==> config.mk <==
export PLATFORM = sky130hd
export DESIGN_NAME = dual_quadrature_turn_tracker_top
export DESIGN_NICKNAME = d
export VERILOG_FILES = /design/src/dqtt_pkg.sv /design/src/dqtt_quad_step.sv /design/src/dqtt_turn_calc.sv /design/src/dual_quadrature_turn_tracker_top.sv
export SDC_FILE = /design/constraint.sdc
export NUM_CORES = 2
export LEC_CHECK = 0
export ABC_AREA = 1
export BUFFER_PORTS_ARGS = -buffer_cell sky130_fd_sc_hd__buf_2
export CAP_MARGIN = 20
export CORE_MARGIN = 2
export CORE_UTILIZATION = 25
export DETAILED_ROUTE_END_ITERATION = 8
export GPL_TIMING_DRIVEN = 0
export PLACE_DENSITY = 0.41
export SYNTH_ARGS = -nofsm -noshare
export SYNTH_HDL_FRONTEND = slang
export SYNTH_HIERARCHICAL = 1
export SYNTH_SLANG_ARGS = --single-unit
==> constraint.sdc <==
create_clock -name clk -period 19.8 [get_ports clk]
set_clock_uncertainty 0.1 [all_clocks]
set_input_delay 0 -clock clk [delete_from_list [all_inputs] [get_ports clk]]
set_output_delay 0 -clock clk [all_outputs]
set_load 0.1 [all_outputs]
==> src/dqtt_pkg.sv <==
// ----------------------------------------------------------------------------
// dqtt_pkg: shared types and constants of the dual quadrature turn tracker
// Holds the request layout, field widths and configuration register indexes.
// ----------------------------------------------------------------------------
package dqtt_pkg;

  localparam int unsigned CountW  = 32;
  localparam int unsigned AngleW  = 18;
  localparam int unsigned TargetW = 18;
  localparam int unsigned GainW   = 16;
  localparam int unsigned CfgIdxW = 2;

  // request opcodes
  typedef enum logic {
    OP_PIN_SAMPLE = 1'b0,
    OP_START_TURN = 1'b1
  } opcode_t;

  // configuration register indexes
  localparam logic [CfgIdxW-1:0] REG_GAIN_MAJOR  = 2'd0;
  localparam logic [CfgIdxW-1:0] REG_GAIN_MINOR  = 2'd1;
  localparam logic [CfgIdxW-1:0] REG_DONE_MARGIN = 2'd2;

  localparam logic [GainW-1:0] GAIN_RESET   = 16'd256;
  localparam logic [GainW-1:0] MARGIN_RESET = 16'd50;

  // one input request, last field (opcode) in the lowest bits
  typedef struct packed {
    logic signed [AngleW-1:0] turn_angle;
    logic                     pin_b_two;
    logic                     pin_a_two;
    logic                     pin_b_one;
    logic                     pin_a_one;
    opcode_t                  opcode;
  } in_item_t;

  // targets for a new turn
  typedef struct packed {
    logic [TargetW-1:0] mag_one;
    logic [TargetW-1:0] mag_two;
  } targets_t;

endpackage

==> src/dqtt_quad_step.sv <==
// ----------------------------------------------------------------------------
// dqtt_quad_step: one 2x quadrature counter step
// Steps the count by one on a change of phase A; direction from A versus B.
// ----------------------------------------------------------------------------
module dqtt_quad_step (
  input  logic [dqtt_pkg::CountW-1:0] count_i,
  input  logic                        last_a_i,
  input  logic                        pin_a_i,
  input  logic                        pin_b_i,
  input  logic                        invert_i,   // reverse the counting sense
  output logic [dqtt_pkg::CountW-1:0] count_o
);

  logic step_up;

  assign step_up = (pin_a_i ^ pin_b_i) ^ invert_i;

  always_comb begin
    if (pin_a_i != last_a_i) begin
      count_o = step_up ? count_i + 32'd1 : count_i - 32'd1;
    end else begin
      count_o = count_i;
    end
  end

endmodule

==> src/dqtt_turn_calc.sv <==
// ----------------------------------------------------------------------------
// dqtt_turn_calc: target magnitudes of a new turn
// Scales |angle| by the Q8.8 gains; gains swap for non-positive angles.
// ----------------------------------------------------------------------------
module dqtt_turn_calc (
  input  logic signed [dqtt_pkg::AngleW-1:0] turn_angle_i,
  input  logic        [dqtt_pkg::GainW-1:0]  gain_major_i,
  input  logic        [dqtt_pkg::GainW-1:0]  gain_minor_i,
  output dqtt_pkg::targets_t                 targets_o
);

  localparam int unsigned ProdW = dqtt_pkg::AngleW + dqtt_pkg::GainW;

  logic [dqtt_pkg::AngleW-1:0] mag;
  logic                        positive;
  logic [dqtt_pkg::GainW-1:0]  gain_one;
  logic [dqtt_pkg::GainW-1:0]  gain_two;
  logic [ProdW-1:0]            prod_one;
  logic [ProdW-1:0]            prod_two;

  // the most negative angle negates to itself, which is its magnitude
  assign mag      = turn_angle_i[dqtt_pkg::AngleW-1] ? 18'(-turn_angle_i)
                                                     : 18'(turn_angle_i);
  assign positive = !turn_angle_i[dqtt_pkg::AngleW-1] && (turn_angle_i != '0);
  assign gain_one = positive ? gain_major_i : gain_minor_i;
  assign gain_two = positive ? gain_minor_i : gain_major_i;

  assign prod_one = ProdW'(mag) * ProdW'(gain_one);
  assign prod_two = ProdW'(mag) * ProdW'(gain_two);

  // Q10.8 times Q8.8: drop 16 fraction bits; the result never exceeds 18 bits
  assign targets_o.mag_one = prod_one[ProdW-1:16];
  assign targets_o.mag_two = prod_two[ProdW-1:16];

endmodule

==> src/dual_quadrature_turn_tracker_top.sv <==
// Path: a request passes the input register, then the result register that drives out_tvalid;
// a result-side stall can hold it in the input register.
// Throughput: one request per cycle while the result side keeps up; all state updates in one
// pass between the input and result registers, so pin samples stall only under back pressure.
// Back pressure: in_tready drops only while both registers hold requests and out_tready is low.
// Reset: synchronous, active low; counters, targets clear, last A levels go to one, gains 256.
// ----------------------------------------------------------------------------
// dual_quadrature_turn_tracker_top: two 2x quadrature counters and turn tracker
// Counts both encoders, starts turns with gain-scaled targets and reports done.
// ----------------------------------------------------------------------------
module dual_quadrature_turn_tracker_top (
  input  logic        clk,
  input  logic        rst_n,
  // configuration write port
  input  logic        cfg_wr_en,
  input  logic [1:0]  cfg_addr,
  input  logic [15:0] cfg_wdata,
  // request channel
  input  logic        in_tvalid,
  output logic        in_tready,
  input  logic        in_tuser,   // opcode
  input  logic [23:0] in_tdata,   // pin_a_one, pin_b_one, pin_a_two, pin_b_two,
                                  // turn_angle[17:0], pad
  // result channel
  output logic        out_tvalid,
  input  logic        out_tready,
  output logic [71:0] out_tdata   // count_one[31:0], count_two[31:0], turn_done, pad
);

  // configuration registers
  logic [dqtt_pkg::GainW-1:0] gain_major_r;
  logic [dqtt_pkg::GainW-1:0] gain_minor_r;
  logic [dqtt_pkg::GainW-1:0] done_margin_r;

  // input register
  logic               s1_valid_r;
  dqtt_pkg::in_item_t s1_item_r;

  // tracker state
  logic [dqtt_pkg::CountW-1:0]  count_one_r, count_one_nxt, step_one;
  logic [dqtt_pkg::CountW-1:0]  count_two_r, count_two_nxt, step_two;
  logic [dqtt_pkg::TargetW-1:0] target_one_r, target_one_nxt;
  logic [dqtt_pkg::TargetW-1:0] target_two_r, target_two_nxt;
  logic                         last_a_one_r, last_a_one_nxt;
  logic                         last_a_two_r, last_a_two_nxt;
  logic                         active_r, active_nxt;

  // result register
  logic        out_valid_r;
  logic        out_done_r;
  logic        done_nxt;

  logic               s2_ready;
  logic               start;
  dqtt_pkg::targets_t new_targets;
  logic [dqtt_pkg::CountW-1:0] mag_one, mag_two;
  logic                        reach_one, reach_two, both_reached;

  // advance the pipeline whenever the result register is free or being taken
  assign s2_ready  = !out_valid_r || out_tready;
  assign in_tready = !s1_valid_r || s2_ready;

  // configuration writes land at once; issue them only while no request is in flight
  always_ff @(posedge clk) begin
    if (!rst_n) begin
      gain_major_r  <= dqtt_pkg::GAIN_RESET;
      gain_minor_r  <= dqtt_pkg::GAIN_RESET;
      done_margin_r <= dqtt_pkg::MARGIN_RESET;
    end else if (cfg_wr_en) begin
      unique case (cfg_addr)
        dqtt_pkg::REG_GAIN_MAJOR:  gain_major_r  <= cfg_wdata;
        dqtt_pkg::REG_GAIN_MINOR:  gain_minor_r  <= cfg_wdata;
        dqtt_pkg::REG_DONE_MARGIN: done_margin_r <= cfg_wdata;
        default: ;  // writes beyond the register list are dropped
      endcase
    end
  end

  // capture the request
  always_ff @(posedge clk) begin
    if (!rst_n) begin
      s1_valid_r <= 1'b0;
    end else if (in_tready) begin
      s1_valid_r <= in_tvalid;
    end
  end

  always_ff @(posedge clk) begin
    if (in_tready && in_tvalid) begin
      s1_item_r <= dqtt_pkg::in_item_t'({in_tdata[21:0], in_tuser});
    end
  end

  assign start = (s1_item_r.opcode == dqtt_pkg::OP_START_TURN);

  dqtt_quad_step u_step_one (
    .count_i  (count_one_r),
    .last_a_i (last_a_one_r),
    .pin_a_i  (s1_item_r.pin_a_one),
    .pin_b_i  (s1_item_r.pin_b_one),
    .invert_i (1'b0),
    .count_o  (step_one)
  );

  // encoder two counts the opposite way
  dqtt_quad_step u_step_two (
    .count_i  (count_two_r),
    .last_a_i (last_a_two_r),
    .pin_a_i  (s1_item_r.pin_a_two),
    .pin_b_i  (s1_item_r.pin_b_two),
    .invert_i (1'b1),
    .count_o  (step_two)
  );

  dqtt_turn_calc u_turn_calc (
    .turn_angle_i (s1_item_r.turn_angle),
    .gain_major_i (gain_major_r),
    .gain_minor_i (gain_minor_r),
    .targets_o    (new_targets)
  );

  // next state: a start turn clears counters and holds the last A levels,
  // a pin sample steps counters and records the new A levels
  always_comb begin
    if (start) begin
      count_one_nxt  = '0;
      count_two_nxt  = '0;
      target_one_nxt = new_targets.mag_one;
      target_two_nxt = new_targets.mag_two;
      last_a_one_nxt = last_a_one_r;
      last_a_two_nxt = last_a_two_r;
    end else begin
      count_one_nxt  = step_one;
      count_two_nxt  = step_two;
      target_one_nxt = target_one_r;
      target_two_nxt = target_two_r;
      last_a_one_nxt = s1_item_r.pin_a_one;
      last_a_two_nxt = s1_item_r.pin_a_two;
    end
  end

  // done check on the updated state: |count| + margin >= target,
  // the most negative count has magnitude 2^31
  assign mag_one = count_one_nxt[31] ? -count_one_nxt : count_one_nxt;
  assign mag_two = count_two_nxt[31] ? -count_two_nxt : count_two_nxt;
  assign reach_one = ({1'b0, mag_one} + 33'(done_margin_r)) >= 33'(target_one_nxt);
  assign reach_two = ({1'b0, mag_two} + 33'(done_margin_r)) >= 33'(target_two_nxt);
  assign both_reached = reach_one && reach_two;

  always_comb begin
    if (start || active_r) begin
      active_nxt = !both_reached;
      done_nxt   = both_reached;
    end else begin
      active_nxt = 1'b0;
      done_nxt   = 1'b1;
    end
  end

  // state and result registers advance together
  always_ff @(posedge clk) begin
    if (!rst_n) begin
      count_one_r  <= '0;
      count_two_r  <= '0;
      target_one_r <= '0;
      target_two_r <= '0;
      last_a_one_r <= 1'b1;
      last_a_two_r <= 1'b1;
      active_r     <= 1'b0;
      out_valid_r  <= 1'b0;
    end else if (s2_ready) begin
      out_valid_r <= s1_valid_r;
      if (s1_valid_r) begin
        count_one_r  <= count_one_nxt;
        count_two_r  <= count_two_nxt;
        target_one_r <= target_one_nxt;
        target_two_r <= target_two_nxt;
        last_a_one_r <= last_a_one_nxt;
        last_a_two_r <= last_a_two_nxt;
        active_r     <= active_nxt;
      end
    end
  end

  always_ff @(posedge clk) begin
    if (s2_ready && s1_valid_r) begin
      out_done_r <= done_nxt;
    end
  end

  // the counters themselves are the reported counts
  assign out_tvalid = out_valid_r;
  assign out_tdata  = {7'd0, out_done_r, count_two_r, count_one_r};

  // a held result reports done exactly when no turn remains active
  a_done_matches_active: assert property (@(posedge clk) disable iff (!rst_n)
    out_valid_r |-> (out_done_r == !active_r))
    else $error("turn_done disagrees with turn state");

  // a stalled request stays in the input register untouched
  a_s1_hold: assert property (@(posedge clk) disable iff (!rst_n)
    (s1_valid_r && !s2_ready) |=> (s1_valid_r && $stable(s1_item_r)))
    else $error("stalled request lost or changed");

  // a start turn reports both counters cleared
  a_start_clears: assert property (@(posedge clk) disable iff (!rst_n)
    (s1_valid_r && s2_ready && start) |=> (count_one_r == '0 && count_two_r == '0))
    else $error("start turn did not clear counters");

endmodule

Yosys cells after proc, flatten, opt, wreduce, memory -nomap -nowiden
Cells that the tools add are included.

Bits in registers: 177. Bits of input ports: 48. Output and inout bits: 74. Word-level logic and storage cells: 71.

$add $sub $neg: 9. Multiply operators: 2. Magnitude comparators: 2. Eq/ne operators: 4. Mux-type cells: 14. Bitwise gates (word level): 3. Reductions and logical operators: 18.

Operators by type and width (count): $mux W32 (8); $mul A18 B16 Y34 (2); $add A32 B16 Y33 (2); $ge A33 B18 Y1 (2); $add A32 B1 Y32 const B (2); $neg A32 Y32 (2); $sub A32 B1 Y32 const B (2); $mux W18 (3); $mux W16 (2); $neg A18 Y18 (1); $reduce_bool A18 Y1 (1); $reduce_and A2 Y1 (4); $logic_and A1 B1 Y1 (4); $logic_not A1 Y1 (4); $logic_or A1 B1 Y1 (3); $reduce_and A3 Y1 (1); $eq A2 B1 Y1 const B (1); $eq A2 B2 Y1 const B (1); $logic_not A2 Y1 (1); $ne A1 B1 Y1 (2); $xor A1 B1 Y1 (2); $mux W1 (1); $not A1 Y1 (1).

Depth between registers and ports, before layout
Depth after elaboration: 11. Gate-level depth with buffers: 62. Depth with buffers taken out: 57.

Modules after synthesis
Netlist, hierarchy kept.

By module, submodules not included: dqtt_turn_calc (instances 1, cells an instance 2611, area an instance 19811.5 um^2); dual_quadrature_turn_tracker_top (instances 1, cells an instance 1794, area an instance 12315.6 um^2); dqtt_quad_step (instances 2, cells an instance 525, area an instance 2556.2 um^2).

Least setup slack after synthesis
OpenSTA, ideal clock, no wires.

Kind: register to register. Start point: reg s1_item_r[5] (netlist name). End point: reg out_done_r, data pin. Library setup time: 0.257 ns. Data arrival time: 8.315 ns. Setup slack: 11.127 ns. Cell stages (with the launch flop): 51. Path buffers: 4. Period minus slack after synthesis: 8.673 ns. Path through: edfxtp_1 buf_6 inv_1 clkbuf_1 ha_1 nand2_2 nor2_4 nand3_4 nand2_4 inv_2 clkbuf_1 or2_2 o21ai_2 buf_2 nor2_1 fa_1 inv_1 fa_1 [15 not listed] nand2_1 mux2i_1 ha_1 nand2_1 o21a_1 o21ai_0 a21oi_1 nand2_1 a21oi_1 nand2_1 nor2_1 nand2_1 nor2_1 nand2_1 nor2_1 nand2_1 nand2_1 nand2_2.

RTL lines: start, declared (RTL line dual_quadrature_turn_tracker_top.sv:37) `dqtt_pkg::in_item_t s1_item_r;`; start signal, assigned (RTL line dual_quadrature_turn_tracker_top.sv:90) `s1_item_r <= dqtt_pkg::in_item_t'({in_tdata[21:0], in_tuser});`; end signal, assigned (RTL line dual_quadrature_turn_tracker_top.sv:187) `out_done_r <= done_nxt;`; end, declared (RTL line dual_quadrature_turn_tracker_top.sv:50) `logic out_done_r;`.

==> report_table.html <==
<table>
<tr><th>Metric</th><th>Value</th></tr>
<tr><th colspan="2">STA</th></tr>
<tr><td>Setup TNS after final layout</td><td>0 ps</td></tr>
<tr><td>Worst hold slack after final layout</td><td>67.2 ps</td></tr>
<tr><td>Maximum clock frequency</td><td>83.3 MHz</td></tr>
<tr><td>Final-report setup violation count</td><td>0</td></tr>
<tr><td>Worst max-slew margin expressed relative to the limit</td><td>0.215</td></tr>
<tr><td>Setup repair after global routing missed its margin</td><td>false</td></tr>
<tr><td>Hold violation total from the final report</td><td>0</td></tr>
<tr><td>Shortest period the worst path allows</td><td>12010 ps</td></tr>
<tr><td>Worst Max-Slew Pin Slew</td><td>1180 ps</td></tr>
<tr><td>Count of final max-slew check failures</td><td>0</td></tr>
<tr><td>Portion of the clock cycle consumed by the worst path in the final layout</td><td>0.607</td></tr>
<tr><th colspan="2">Setup path</th></tr>
<tr><td>Largest driver fanout on the critical path</td><td>10</td></tr>
<tr><td>Worst r2r dst</td><td>out_done_r</td></tr>
<tr><td>Most used cell along the critical path</td><td>nand2_1</td></tr>
<tr><td>Crit-path max cell delay</td><td>900 ps</td></tr>
<tr><td>Kind of end point of the critical path</td><td>register</td></tr>
<tr><td>Data arrival time of the critical path</td><td>approximately 12000 ps</td></tr>
<tr><td>Critical path class</td><td>register to register</td></tr>
<tr><td>Flop-to-flop setup slack</td><td>about 8000 ps</td></tr>
<tr><td>Worst reg2reg path startpoint</td><td>s1_item_r[5]</td></tr>
<tr><td>Critical Path Source Type</td><td>register</td></tr>
<tr><td>Slowest cell on the critical path</td><td>xor2_1</td></tr>
<tr><td>Required time worst endpoint</td><td>~20000 ps</td></tr>
<tr><td>Cell depth of the worst flop-to-flop path</td><td>45</td></tr>
<tr><th colspan="2">GRT</th></tr>
<tr><td>Met2 capacity usage during global routing</td><td>0.325</td></tr>
<tr><td>Number of global-route vias before repair</td><td>between 30000 and 40000</td></tr>
<tr><td>Busiest layer in global routing</td><td>met2</td></tr>
<tr><td>Wire length of the first global-routing pass</td><td>roughly 220 mm</td></tr>
<tr><td>Overall routing resource usage</td><td>0.193</td></tr>
<tr><td>Antenna violations before repair</td><td>4</td></tr>
<tr><td>Met1 usage in global routing</td><td>0.271</td></tr>
<tr><td>GR met3 Demand/Resource</td><td>0.0157</td></tr>
<tr><td>Remaining Overflow, GRT</td><td>0</td></tr>
<tr><td>Pin count of the biggest net entering global routing</td><td>20</td></tr>
<tr><th colspan="2">Worst hold path</th></tr>
<tr><td>Hold endpoint</td><td>done_margin_r[6]</td></tr>
<tr><td>Cell depth of the worst min-delay path</td><td>4</td></tr>
<tr><td>Worst min-delay path category</td><td>input pin to register</td></tr>
<tr><td>Startpoint of the tightest hold check path</td><td>cfg_wr_en</td></tr>
<tr><th colspan="2">Synth</th></tr>
<tr><td>Combined area of all synthesized cells</td><td>0.0372 mm2</td></tr>
<tr><td>Number of flip-flops and latches in the synthesized netlist</td><td>between 150 and 200</td></tr>
<tr><td>Seq/Total Area, Yosys</td><td>0.102</td></tr>
<tr><td>Netlist cell types</td><td>69</td></tr>
<tr><td>Number of flops mapped to enable cells by yosys</td><td>24</td></tr>
<tr><td>Share of flip-flops with an asynchronous set or reset after synthesis</td><td>0</td></tr>
<tr><td>Instance count of the mapped netlist</td><td>5455</td></tr>
<tr><td>Mean post-synth cell area</td><td>6.83 um2</td></tr>
<tr><td>Predominant post-synthesis flop cell</td><td>dfxtp_1</td></tr>
<tr><td>Yosys Warn Count</td><td>6</td></tr>
<tr><th colspan="2">Drt</th></tr>
<tr><td>DRC</td><td>0</td></tr>
<tr><td>Routed wire length</td><td>147 mm</td></tr>
<tr><td>Post-route antenna net violation count</td><td>0</td></tr>
<tr><td>Starting DRT DRC Count</td><td>between 2000 and 3000</td></tr>
<tr><td>Wire length per cell</td><td>19.3 um</td></tr>
<tr><td>Via-per-instance ratio</td><td>4.66</td></tr>
<tr><td>First-pass iteration count of the detailed router</td><td>8</td></tr>
<tr><td>Via count</td><td>35400</td></tr>
<tr><th colspan="2">Finish</th></tr>
<tr><td>Area growth, synth to finish</td><td>11.1%</td></tr>
<tr><td>Layout cell share with drive strength beyond 1</td><td>0.0950</td></tr>
<tr><td>Fillers</td><td>16700</td></tr>
<tr><td>Fin cells</td><td>about 7600</td></tr>
<tr><td>Nets@finish</td><td>between 6000 and 7000</td></tr>
<tr><td>Number of antenna repair diodes</td><td>0</td></tr>
<tr><th colspan="2">Clock tree</th></tr>
<tr><td>Number of gates resized after cts</td><td>0</td></tr>
<tr><td># Post-CTS Setup Buffers</td><td>0</td></tr>
<tr><td>Count of H-tree levels built during CTS</td><td>4</td></tr>
<tr><td>Clock tree root buffer cell</td><td>clkbuf_16</td></tr>
<tr><td>Sink Count</td><td>177</td></tr>
<tr><td>Clock tree from TritonCTS</td><td>yes</td></tr>
<tr><td>Num CTS Buffers</td><td>17</td></tr>
<tr><td>Worst-case clock buffer depth</td><td>2</td></tr>
<tr><td>Clock Latency Late Sink</td><td>510 ps</td></tr>
<tr><td>Clock transition at the registers of the reported paths</td><td>90 ps</td></tr>
<tr><th colspan="2">Power and ir drop</th></tr>
<tr><td>Leakage power of the design</td><td>between 20 and 25 nW</td></tr>
<tr><td>Peak VDD IR</td><td>about 0.13 mV</td></tr>
<tr><td>Power density relative to cell area</td><td>155 mW/mm2</td></tr>
<tr><th colspan="2">Place</th></tr>
<tr><td>DP Cell Count</td><td>7515</td></tr>
<tr><td>Count of buffers inserted at the top-level ports</td><td>112</td></tr>
<tr><td>Routability cong.</td><td>0.893</td></tr>
<tr><td>Total half-perimeter wirelength after legalization and detailed placement</td><td>~120 mm</td></tr>
<tr><th colspan="2">Floorplanning</th></tr>
<tr><td>Y dimension of the die</td><td>390 um</td></tr>
<tr><td>Die X</td><td>390 um</td></tr>
<tr><td>Number of top-level pins</td><td>122</td></tr>
<tr><td>Initial core utilization</td><td>0.252</td></tr>
<tr><td>Full die area</td><td>0.152 mm2</td></tr>
<tr><td>Standard-cell rows</td><td>141</td></tr>
<tr><td>Total core area</td><td>0.148 mm2</td></tr>
<tr><th colspan="2">Run</th></tr>
<tr><td>Max_cap viols</td><td>0</td></tr>
<tr><th colspan="2">Outcome</th></tr>
<tr><td>Result of the run</td><td>finished clean</td></tr>
</table>
Yosys cell counts, types with 13 or more instances:
cell type,instances,area [um2]
nand2_1,1358,5100
inv_1,908,3410
nor2_1,714,2680
fa_1,444,8890
ha_1,279,3490
nand3_1,268,1340
a21oi_1,171,856
o21ai_0,158,791
dfxtp_1,153,3060
a211oi_1,103,773
nand2_2,94,588
clkbuf_1,93,349
xor2_1,81,709
nor2_2,49,307
inv_2,47,176
o21ai_1,42,210
buf_2,40,200
mux2i_1,40,400
o21ai_2,32,280
o41ai_1,32,280
nand4_1,28,175
nor3_1,27,135
edfxtp_1,24,721
buf_6,21,236
a41oi_1,20,175
xnor2_1,20,175
or2_2,19,119
buf_4,17,128
o21bai_1,15,113
mux2_2,14,158
o21a_1,13,97.6
worst max-delay path by stage:
stage	startpoint	endpoint	slack [ps]
2_1_floorplan	s1_item_r[5]	out_done_r	11130
3_3_place_gp	s1_item_r[5]	out_done_r	7620
3_5_place_dp	s1_item_r[5]	out_done_r	7790
4_1_cts	s1_item_r[5]	out_done_r	7740
5_1_grt	s1_item_r[5]	out_done_r	7050
6_report	s1_item_r[5]	out_done_r	7790
registers in the layout (all words and copies together) (netlist names):
register       cells
gain_major_r      16
count_two_r       32
start              1
s1_valid_r         1
gain_minor_r      16
last_a_one_r       1
active_r           1
target_two_r      18
out_tvalid         1
s1_item_r         22
target_one_r      18
last_a_two_r       1
done_margin_r     16
out_done_r         1
count_one_r       32
worst max-delay path, delay by kind of cell (launching register included):
kind	cells	cell delay, ps
and+or+nand+nor	17	1970
AOI/OAI and AO/OA	8	1570
DFF	1	390
muxes	1	280
buffers and inverters	9	2590
xor gates and xnor gates	1	900
adders and majority gates	9	3960
through the flow:
stage                     setup slack (ps)  instance area [um2]  total power, mW  utilization
after floorplan                      11130                37300             4.12            -
after global placement                7620                40300             6.07        0.272
after detailed placement              7790                40300             6.06        0.273
after CTS                             7740                41400             6.48        0.280
after global routing                  7050                41400             7.21        0.280
final                                 7790                41400             6.42        0.280
report_power, final:
part	switching, mW	internal (mW)
Clock	0.190	0.171
Sequential	0.0385	0.397
Combinational	3.82	1.80
Total	4.05	2.37
cell families after synthesis:
family / share of synthesized area
AO/OA/AOI/OAI: 0.103
multiplexers: 0.0150
flip-flops: 0.102
buffers and inverters: 0.123
AND/OR/NAND/NOR: 0.300
adder cells (fa/ha/maj): 0.332
XOR/XNOR: 0.0254
other: 0.000202
area by class of cell:
type / instances / area (um2) / share of cell area
Sequential cell: 177 / 3780 / 0.0914
Clock buffer: 18 / 439 / 0.0106
Clock inverter: 14 / 138 / 0.00333
Tap cell: 1930 / 2410 / 0.0583
Inverter: 966 / 3630 / 0.0877
Multi-Input combinational cell: 4145 / 28900 / 0.699
Buffer: 178 / 942 / 0.0228
Timing Repair Buffer: 167 / 1110 / 0.0269
layout by cell type (no fill, tap or decap), types with 14 or more instances in the layout:
cell type	netlist	final
or2_2	19	19
nor2_2	49	49
mux2i_1	40	40
buf_2	40	153
a21oi_1	171	171
nor3_1	27	27
buf_6	21	22
o41ai_1	32	32
a41oi_1	20	20
nand2_2	94	94
xor2_1	81	81
clkbuf_16	0	17
o21bai_1	15	15
mux2_2	14	14
clkbuf_1	93	93
o21ai_1	42	42
o21ai_0	158	158
a211oi_1	103	103
dfxtp_1	153	153
inv_2	47	47
nand3_1	268	268
inv_1	908	908
ha_1	279	279
fa_1	444	444
dlygate4sd3_1	0	48
nor2_1	714	714
xnor2_1	20	20
nand4_1	28	28
nand2_1	1358	1358
edfxtp_1	24	24
buf_4	17	20
o21ai_2	32	32
routing by layer:
metal  up-vias  wire (um)
met5         -          0
met4         0       2660
met3       108       5670
met2       782      68700
met1     17100      69600
li1      17400          -
timing repair:
item                                    4_1_cts  5_1_grt
hold endpoints to repair                     79        0
endpoints found under the setup margin        0        0
hold buffers                                 48        0
Power figures use the tool's default switching activity.
